`config.mk`:
```
export PLATFORM = sky130hd
export DESIGN_NAME = line_substring_matcher_top
export DESIGN_NICKNAME = d
export VERILOG_FILES = /design/src/rtl/core/lsm_pkg.sv /design/src/rtl/core/lsm_cell.sv /design/src/rtl/core/lsm_out_fifo.sv /design/src/rtl/core/line_substring_matcher_top.sv
export VERILOG_INCLUDE_DIRS = /design/src /design/src/rtl/core
export SDC_FILE = /design/constraint.sdc
export NUM_CORES = 2
export LEC_CHECK = 0
export ABC_AREA = 1
export BUFFER_PORTS_ARGS = -buffer_cell sky130_fd_sc_hd__buf_2
export CORE_AREA = 5 5 380 289
export DETAILED_ROUTE_END_ITERATION = 12
export DIE_AREA = 0 0 385 294
export HOLD_SLACK_MARGIN = 0.03
export MAX_ROUTING_LAYER = met4
export SLEW_MARGIN = 30
export SYNTH_ARGS = -nofsm -noshare
export SYNTH_HDL_FRONTEND = slang
export SYNTH_SLANG_ARGS = --single-unit
```
`constraint.sdc`:
```
create_clock -name clk -period 5.1 [get_ports clk]
set_input_delay 0.765 -clock clk [delete_from_list [all_inputs] [get_ports clk]]
set_output_delay 0.765 -clock clk [all_outputs]
set_load 0.03 [all_outputs]
```
`src/rtl/core/assert_macros.svh`:
```
// Assertion macros for the RTL of the line substring matcher.
`ifndef ASSERT_MACROS_SVH
`define ASSERT_MACROS_SVH

`ifndef SYNTHESIS

// Plain property, checked on every rising edge outside reset.
`define LSM_ASSERT(lbl, clk, rst_n, prop) \
	lbl: assert property (@(posedge clk) disable iff (!rst_n) (prop)) \
		else $error("lsm assertion failed");

// Same-cycle implication.
`define LSM_ASSERT_IMP(lbl, clk, rst_n, ante, cons) \
	lbl: assert property (@(posedge clk) disable iff (!rst_n) (ante) |-> (cons)) \
		else $error("lsm implication failed");

// Next-cycle implication.
`define LSM_ASSERT_NXT(lbl, clk, rst_n, ante, cons) \
	lbl: assert property (@(posedge clk) disable iff (!rst_n) (ante) |=> (cons)) \
		else $error("lsm next-cycle implication failed");

`else

`define LSM_ASSERT(lbl, clk, rst_n, prop)
`define LSM_ASSERT_IMP(lbl, clk, rst_n, ante, cons)
`define LSM_ASSERT_NXT(lbl, clk, rst_n, ante, cons)

`endif

`endif

```
`src/rtl/core/lsm_pkg.sv`:
```
// Shared types, constants and helpers of the line substring matcher.
`timescale 1ns / 1ps

package lsm_pkg;

	localparam int PAT_MAX    = 16;
	localparam int PLEN_W     = $clog2(PAT_MAX + 1);
	localparam int PIDX_W     = $clog2(PAT_MAX);
	localparam int LINE_MAX   = 8192;
	localparam int LEN_W      = $clog2(LINE_MAX);
	localparam int FIFO_DEPTH = 4;
	localparam int FPTR_W     = $clog2(FIFO_DEPTH);
	localparam int FCNT_W     = $clog2(FIFO_DEPTH + 1);

	localparam logic [7:0] NEWLINE_BYTE = 8'h0A;
	localparam logic [7:0] CHAR_A       = 8'h41;
	localparam logic [7:0] CHAR_Z       = 8'h5A;
	localparam logic [7:0] CASE_GAP     = 8'd32;
	localparam logic [7:0] NUL_BYTE     = 8'h00;
	localparam logic [31:0] COUNT_TOP   = 32'hFFFF_FFFF;

	localparam logic MODE_BYTE = 1'b0;
	localparam logic MODE_EOF  = 1'b1;
	localparam logic KIND_LINE = 1'b0;
	localparam logic KIND_FILE = 1'b1;

	localparam logic [2:0] CFG_PAT_LO = 3'd0;
	localparam logic [2:0] CFG_PAT_HI = 3'd1;
	localparam logic [2:0] CFG_PAT_LEN = 3'd2;
	localparam logic [2:0] CFG_FOLD   = 3'd3;
	localparam logic [2:0] CFG_INVERT = 3'd4;

	typedef struct packed {
		logic        kind;
		logic        selected;
		logic [31:0] line_number;
		logic [31:0] file_hits;
		logic [31:0] total_hits;
		logic        last;
	} res_t;

	typedef struct packed {
		logic shift;
		logic clear;
		logic fold;
	} cell_ctl_t;

	function automatic logic [7:0] fold_byte(input logic [7:0] b, input logic fold);
		if (fold && b >= CHAR_A && b <= CHAR_Z) begin
			return b + CASE_GAP;
		end
		return b;
	endfunction

endpackage

```
`src/rtl/core/lsm_cell.sv`:
```
// One window cell: holds a recent text byte and checks it against its pattern byte.
`timescale 1ns / 1ps

module lsm_cell
	import lsm_pkg::*;
(
	input  logic       clk,
	input  logic       arst_n,
	input  cell_ctl_t  ctl,
	input  logic [7:0] din,
	input  logic [7:0] pat,
	input  logic       en,
	output logic [7:0] dout,
	output logic       hit
);

	logic [7:0] byte_q;

	always_ff @(posedge clk or negedge arst_n) begin
		if (!arst_n) begin
			byte_q <= NUL_BYTE;
		end else if (ctl.clear) begin
			byte_q <= NUL_BYTE;
		end else if (ctl.shift) begin
			byte_q <= din;
		end
	end

	assign dout = byte_q;
	// positions beyond the pattern always agree
	assign hit  = !en || (fold_byte(byte_q, ctl.fold) == fold_byte(pat, ctl.fold));

endmodule

```
`src/rtl/core/lsm_out_fifo.sv`:
```
// Four-word result queue; takes up to two words per cycle, gives one.
`timescale 1ns / 1ps

module lsm_out_fifo
	import lsm_pkg::*;
(
	input  logic clk,
	input  logic arst_n,
	input  logic push0,
	input  res_t word0,
	input  logic push1,
	input  res_t word1,
	output logic room2,
	output logic out_valid,
	input  logic out_ready,
	output res_t head
);

	res_t              mem_q [FIFO_DEPTH];
	logic [FPTR_W-1:0] wr_ptr_q;
	logic [FPTR_W-1:0] rd_ptr_q;
	logic [FCNT_W-1:0] cnt_q;
	logic              pop;
	logic [FPTR_W-1:0] wr_ptr1;

	assign pop     = out_valid && out_ready;
	assign wr_ptr1 = wr_ptr_q + FPTR_W'(1);

	always_ff @(posedge clk) begin
		if (push0) begin
			mem_q[wr_ptr_q] <= word0;
		end
		if (push1) begin
			mem_q[wr_ptr1] <= word1;
		end
	end

	always_ff @(posedge clk or negedge arst_n) begin
		if (!arst_n) begin
			wr_ptr_q <= '0;
			rd_ptr_q <= '0;
			cnt_q    <= '0;
		end else begin
			wr_ptr_q <= wr_ptr_q + FPTR_W'(push0) + FPTR_W'(push1);
			rd_ptr_q <= rd_ptr_q + FPTR_W'(pop);
			cnt_q    <= cnt_q + FCNT_W'(push0) + FCNT_W'(push1) - FCNT_W'(pop);
		end
	end

	assign room2     = cnt_q <= FCNT_W'(FIFO_DEPTH - 2);
	assign out_valid = cnt_q != '0;
	assign head      = mem_q[rd_ptr_q];

endmodule

```
`src/rtl/core/line_substring_matcher_top.sv`:
```
// Top level of the line substring matcher: config, line state, window cells, result queue.
`timescale 1ns / 1ps
`include "assert_macros.svh"

// Streams file bytes, one word per cycle, and reports per line whether the
// configured pattern (up to 16 bytes, optional ASCII case folding and inverted
// selection) occurs in it. A byte is decided in the cycle it is accepted: a row
// of 15 window cells plus a head comparator checks the whole pattern at once.
// A newline gives one line word; end of file gives a summary word, preceded by
// a line word when a partial line is pending. Result words leave through a
// four-word queue at one per cycle; in_ready drops while fewer than two slots
// are free, so sustained input is one byte per cycle as long as out_ready
// stays high. No clearing pass after reset. Configuration may only be written
// while no result is outstanding.
module line_substring_matcher_top
	import lsm_pkg::*;
(
	input  logic        clk,
	input  logic        arst_n,
	input  logic        cfg_we,
	input  logic [2:0]  cfg_index,
	input  logic [63:0] cfg_data,
	input  logic        in_valid,
	output logic        in_ready,
	input  logic        mode,
	input  logic [7:0]  data_byte,
	output logic        out_valid,
	input  logic        out_ready,
	output logic        kind,
	output logic        selected,
	output logic [31:0] line_number,
	output logic [31:0] file_hits,
	output logic [31:0] total_hits,
	output logic        last
);

	logic [63:0]       pat_lo_q;
	logic [63:0]       pat_hi_q;
	logic [4:0]        pat_len_q;
	logic              fold_q;
	logic              inv_q;

	logic [LEN_W-1:0]  line_len_q;
	logic              cut_q;
	logic              found_q;
	logic [31:0]       line_cnt_q;
	logic [31:0]       fh_q;
	logic [31:0]       tot_q;

	logic [7:0]        pat_bytes [PAT_MAX];
	logic [7:0]        aln [PAT_MAX];
	logic [PAT_MAX-1:0] pos_en;
	logic [PLEN_W-1:0] len_clip;
	logic [PLEN_W-1:0] eff_len;
	logic [PLEN_W-1:0] idx;

	logic [7:0]        chain_in [PAT_MAX-1];
	logic [7:0]        cell_q [PAT_MAX-1];
	logic [PAT_MAX-2:0] cell_hit;
	logic              head_hit;
	logic              match;
	cell_ctl_t         cctl;

	logic              in_fire;
	logic              is_nl;
	logic              is_eof;
	logic              flush;
	logic              take;
	logic              sel;
	logic [31:0]       cnt_next;
	logic [31:0]       fh_next;
	logic [31:0]       tot_next;
	logic [31:0]       sum_cnt;
	logic [31:0]       sum_fh;
	logic [31:0]       sum_tot;
	res_t              word0;
	res_t              word1;
	logic              push0;
	logic              push1;
	res_t              head;

	function automatic logic [31:0] sat_inc(input logic [31:0] v);
		return (v == COUNT_TOP) ? v : v + 32'd1;
	endfunction

	// configuration registers
	always_ff @(posedge clk or negedge arst_n) begin
		if (!arst_n) begin
			pat_lo_q  <= '0;
			pat_hi_q  <= '0;
			pat_len_q <= '0;
			fold_q    <= 1'b0;
			inv_q     <= 1'b0;
		end else if (cfg_we) begin
			unique case (cfg_index)
				CFG_PAT_LO:  pat_lo_q  <= cfg_data;
				CFG_PAT_HI:  pat_hi_q  <= cfg_data;
				CFG_PAT_LEN: pat_len_q <= cfg_data[4:0];
				CFG_FOLD:    fold_q    <= cfg_data[0];
				CFG_INVERT:  inv_q     <= cfg_data[0];
				default: ;
			endcase
		end
	end

	// effective pattern and its alignment to the window
	always_comb begin
		for (int i = 0; i < PAT_MAX; i++) begin
			pat_bytes[i] = (i < 8) ? pat_lo_q[8*(i%8) +: 8] : pat_hi_q[8*(i%8) +: 8];
		end
		len_clip = (pat_len_q > 5'(PAT_MAX)) ? PLEN_W'(PAT_MAX) : PLEN_W'(pat_len_q);
		eff_len  = len_clip;
		for (int i = PAT_MAX - 1; i >= 0; i--) begin
			if (PLEN_W'(i) < len_clip && pat_bytes[i] == NUL_BYTE) begin
				eff_len = PLEN_W'(i);
			end
		end
		idx = '0;
		for (int j = 0; j < PAT_MAX; j++) begin
			pos_en[j] = PLEN_W'(j) < eff_len;
			idx       = eff_len - PLEN_W'(1) - PLEN_W'(j);
			aln[j]    = pat_bytes[idx[PIDX_W-1:0]];
		end
	end

	assign in_fire = in_valid && in_ready;
	assign is_eof  = mode == MODE_EOF;
	assign is_nl   = !is_eof && data_byte == NEWLINE_BYTE;
	assign flush   = is_nl || (is_eof && line_len_q != '0);
	assign take    = in_fire && !is_eof && !is_nl && line_len_q < LEN_W'(LINE_MAX - 1);

	assign cctl.clear = in_fire && (is_nl || is_eof);
	assign cctl.shift = take && !cut_q && data_byte != NUL_BYTE;
	assign cctl.fold  = fold_q;

	always_comb begin
		chain_in[0] = data_byte;
		for (int k = 1; k < PAT_MAX - 1; k++) begin
			chain_in[k] = cell_q[k-1];
		end
	end

	for (genvar k = 0; k < PAT_MAX - 1; k++) begin : g_cell
		lsm_cell u_cell (
			.clk    (clk),
			.arst_n (arst_n),
			.ctl    (cctl),
			.din    (chain_in[k]),
			.pat    (aln[k+1]),
			.en     (pos_en[k+1]),
			.dout   (cell_q[k]),
			.hit    (cell_hit[k])
		);
	end

	assign head_hit = !pos_en[0] ||
		(fold_byte(data_byte, fold_q) == fold_byte(aln[0], fold_q));
	assign match    = head_hit && (&cell_hit);

	// verdict and summary words
	always_comb begin
		sel      = found_q ^ inv_q;
		cnt_next = sat_inc(line_cnt_q);
		fh_next  = sel ? sat_inc(fh_q) : fh_q;
		tot_next = sel ? sat_inc(tot_q) : tot_q;
		sum_cnt  = flush ? cnt_next : line_cnt_q;
		sum_fh   = flush ? fh_next : fh_q;
		sum_tot  = flush ? tot_next : tot_q;

		word1.kind        = KIND_FILE;
		word1.selected    = sum_fh != '0;
		word1.line_number = sum_cnt;
		word1.file_hits   = sum_fh;
		word1.total_hits  = sum_tot;
		word1.last        = 1'b1;

		if (flush) begin
			word0.kind        = KIND_LINE;
			word0.selected    = sel;
			word0.line_number = cnt_next;
			word0.file_hits   = fh_next;
			word0.total_hits  = tot_next;
			word0.last        = !is_eof;
		end else begin
			word0 = word1;
		end
	end

	assign push0 = in_fire && (is_nl || is_eof);
	assign push1 = in_fire && is_eof && line_len_q != '0;

	// line and counter state
	always_ff @(posedge clk or negedge arst_n) begin
		if (!arst_n) begin
			line_len_q <= '0;
			cut_q      <= 1'b0;
			found_q    <= 1'b0;
			line_cnt_q <= '0;
			fh_q       <= '0;
			tot_q      <= '0;
		end else if (cctl.clear) begin
			line_len_q <= '0;
			cut_q      <= 1'b0;
			found_q    <= 1'b0;
			line_cnt_q <= is_eof ? '0 : cnt_next;
			fh_q       <= is_eof ? '0 : fh_next;
			tot_q      <= flush ? tot_next : tot_q;
		end else if (take) begin
			line_len_q <= line_len_q + LEN_W'(1);
			if (!cut_q) begin
				if (data_byte == NUL_BYTE) begin
					cut_q <= 1'b1;
				end else if (match) begin
					found_q <= 1'b1;
				end
			end
		end
	end

	lsm_out_fifo u_out_fifo (
		.clk       (clk),
		.arst_n    (arst_n),
		.push0     (push0),
		.word0     (word0),
		.push1     (push1),
		.word1     (word1),
		.room2     (in_ready),
		.out_valid (out_valid),
		.out_ready (out_ready),
		.head      (head)
	);

	assign kind        = head.kind;
	assign selected    = head.selected;
	assign line_number = head.line_number;
	assign file_hits   = head.file_hits;
	assign total_hits  = head.total_hits;
	assign last        = head.last;

	`LSM_ASSERT_IMP(a_stall_has_words, clk, arst_n, !in_ready, out_valid)
	`LSM_ASSERT_NXT(a_eof_gives_word, clk, arst_n, in_fire && is_eof, out_valid)
	`LSM_ASSERT(a_line_len_bound, clk, arst_n, line_len_q <= LEN_W'(LINE_MAX - 1))
	`LSM_ASSERT_IMP(a_hits_le_lines, clk, arst_n, out_valid, file_hits <= line_number)

endmodule
```
==> impl_metrics.ini <==
[yosys]
ys_seq_area_share_pct = 44.9
netlist_area_mm2 = 0.0470
synthArstFlopShare_pct = 48.5
synth_edf_count = 388
synth-seq-cells = 769
ys_types = 61
avgSynthCellArea_um2 = 7.32
syn_nets = 6557
synth_flop_cell = edfxtp_1
syn_inst = 6423
yosysWarnings = 0

[drt]
drt_iter0_markers = 6536
route.detailed.drc = 0
wl_per_cell_um = 23.4
ant_nets = 0
dr.pass1.iters = 8
vias_per_cell = 5.64
finalWirelength_um = 198000
vias = 47600

[place]
hpwlAfterDp_um = 147000
port_buffers = 181
place_area_mm2 = 0.0533
place.gp.congestion = 1.09

[clock_network]
cts.clk_slew.worst_paths_ns = 0.07
cts.sinks = 769
cts_buffers = 81
htreeDepth = 3
clk_latency_ns = 0.69
clockBufferDepth = 3
cts-root-buf = clkbuf_16
cts_tree = yes
hold_buffers = 0

[die]
die_h_um = 294
rows = 104
pin_count = 182
dieArea_mm2 = 0.113
start_util_pct = 44.4
coreArea_mm2 = 0.106
die_x_um = 385

[global_route]
grt_util_all_layers_pct = 35.2
grt_max_degree = 150
grt_pass1_vias = 42900
overflow = 0
grt_pass1_wl_um = 288000
antenna_found_initial = 3

[layout]
mostFrequentLayoutCells = nand2_1 (1533), nor2_1 (785), nand3_1 (782)
syn2layout_area_growth_pct = 21.4
final_cell_area_mm2 = 0.0571
final_common_cell = nand2_1
fin_nets = 7082
drive_gt1_share_pct = 16.2
nFillCells = 10300

[critical_path]
cp_common_cell = nand2_1
start_kind = register
r2r-start = pat_hi_q[34]
slowest_delay_ns = 0.40
crit_path_top_delay_cell = dfrtp_1
worstSetupEndpointType = register
required_ns = 5.71
cp_max_fo = 22
worstPathArrival_ns = 5.40
worst-setup-path-type = register to register
worstRegToRegCells = 38
rrSetupSlack_ns = 0.32
r2r_end = found_q

[sta]
fin_skew_ns = 0.0268
hold_ws_ns = 0.0438
finalHoldViolations = 0
fin_crit_sh_pct = 93.8
setup_viol = 0
worst_slew_pin_slew_ns = 0.983
fin_crit_ns = 4.78
slew_viol_final = 0
fmax_mhz = 209
slew-limit-headroom_pct = 34.5

[run]
cap_viol_max_count = 0

[worst_hold_path]
hold_class = primary input to async pin

[run_status]
status = complete, no violations
worst max-delay path, delay by kind of cell (launching register included):
family | cells | cell delay (ns)
DFF | 1 | 0.40
AOI/OAI and AO/OA | 3 | 0.30
buffers and inverters | 8 | 1.17
and+or+nand+nor | 27 | 2.83
cell families after synthesis:
kind of cell | Yosys count | share of synthesized area (%)
mux | 1 | 0.0213
fa+ha+maj | 53 | 1.46
compound gates | 956 | 11.1
simple gates | 3509 | 31.9
buf+inv | 1018 | 8.48
xor+xnor | 117 | 2.18
flops | 769 | 44.9
how the worst max path moves through the flow:
stage,slack [ns],endpoint,start
after floorplan,0.08,found_q,pat_len_q[2]
after global routing,-0.003,found_q,pat_len_q[4]
after CTS,0.05,found_q,pat_len_q[3]
final,0.32,found_q,pat_hi_q[34]
after detailed placement,-0.02,found_q,pat_len_q[3]
after global placement,-0.08,found_q,pat_len_q[3]
area by class of cell:
| type | count | area [um2] | area share [%] |
|---|---|---|---|
| antenna | 1 | 2.50 | 0.00438 |
| inverter | 689 | 2620 | 4.58 |
| timing repair buffer | 770 | 6120 | 10.7 |
| clock inverter | 38 | 562 | 0.983 |
| tap | 1431 | 1790 | 3.13 |
| sequential | 769 | 21200 | 37.0 |
| multi-input combinational | 4637 | 22500 | 39.5 |
| clock buffer | 112 | 2330 | 4.09 |
registers in the layout, summed over array words and instances (netlist names), 5 cells and up:
signal,cells
line_len_q,13
tot_q,32
fh_q,32
pat_lo_q,64
g_cell.u_cell.dout,120
pat_len_q,5
line_cnt_q,32
u_out_fifo.mem_q,396
pat_hi_q,64
stage by stage:
step / setup TNS (ns) / std cells / utilization (%) / setup slack, ns
2_1_floorplan: 0 / 6423 / - / 0.0838
3_3_place_gp: -0.0828 / 8277 / 50.2 / -0.0828
3_5_place_dp: -0.0210 / 8277 / 50.2 / -0.0210
4_1_cts: 0 / 8427 / 53.0 / 0.0512
5_1_grt: -0.00281 / 8447 / 53.9 / -0.00281
6_report: 0 / 8447 / 53.9 / 0.317
cell usage after synthesis (14+ instances only):
cell type  instances  area [um2]
o211ai_1          17         128
nor4_1            42         263
buf_4             20         150
inv_1            662        2480
a21oi_1           31         155
o21ai_1           73         365
xor2_1           102         893
dfrtp_1          373        9330
nand2_1         1580        5930
nor2_1           800        3000
xnor2_1           15         131
o21ai_0          646        3230
nand3_1          818        4090
or2_2             14        87.6
nor3_1            69         345
inv_2             17        63.8
ha_1              50         626
buf_1             52         195
o22ai_1          131         820
nand4_1          110         688
o31ai_1           15         113
nand2_2           19         119
nand3b_1          19         143
buf_2             22         110
edfxtp_1         388       11700
clkbuf_1         227         852
routing by layer:
metal  part of all wire [%]  track usage, %  vias up
met4                    1.4            4.75        0
met5                      0               -        -
li1                       -               -    22400
met3                     12            9.59      176
met2                     38            44.6     2152
met1                     48            56.1    22900
timing repair:
item | 4_1_cts | 5_1_grt
cloned | 0 | 6
pin swaps | 0 | 22
buffers inserted | 0 | 13
endpoints found under the setup margin | 1 | 5
resized for setup | 1 | 196
Power is not shown: default switching activity piles up to over one toggle a cycle in this logic, so the estimate is an artifact.
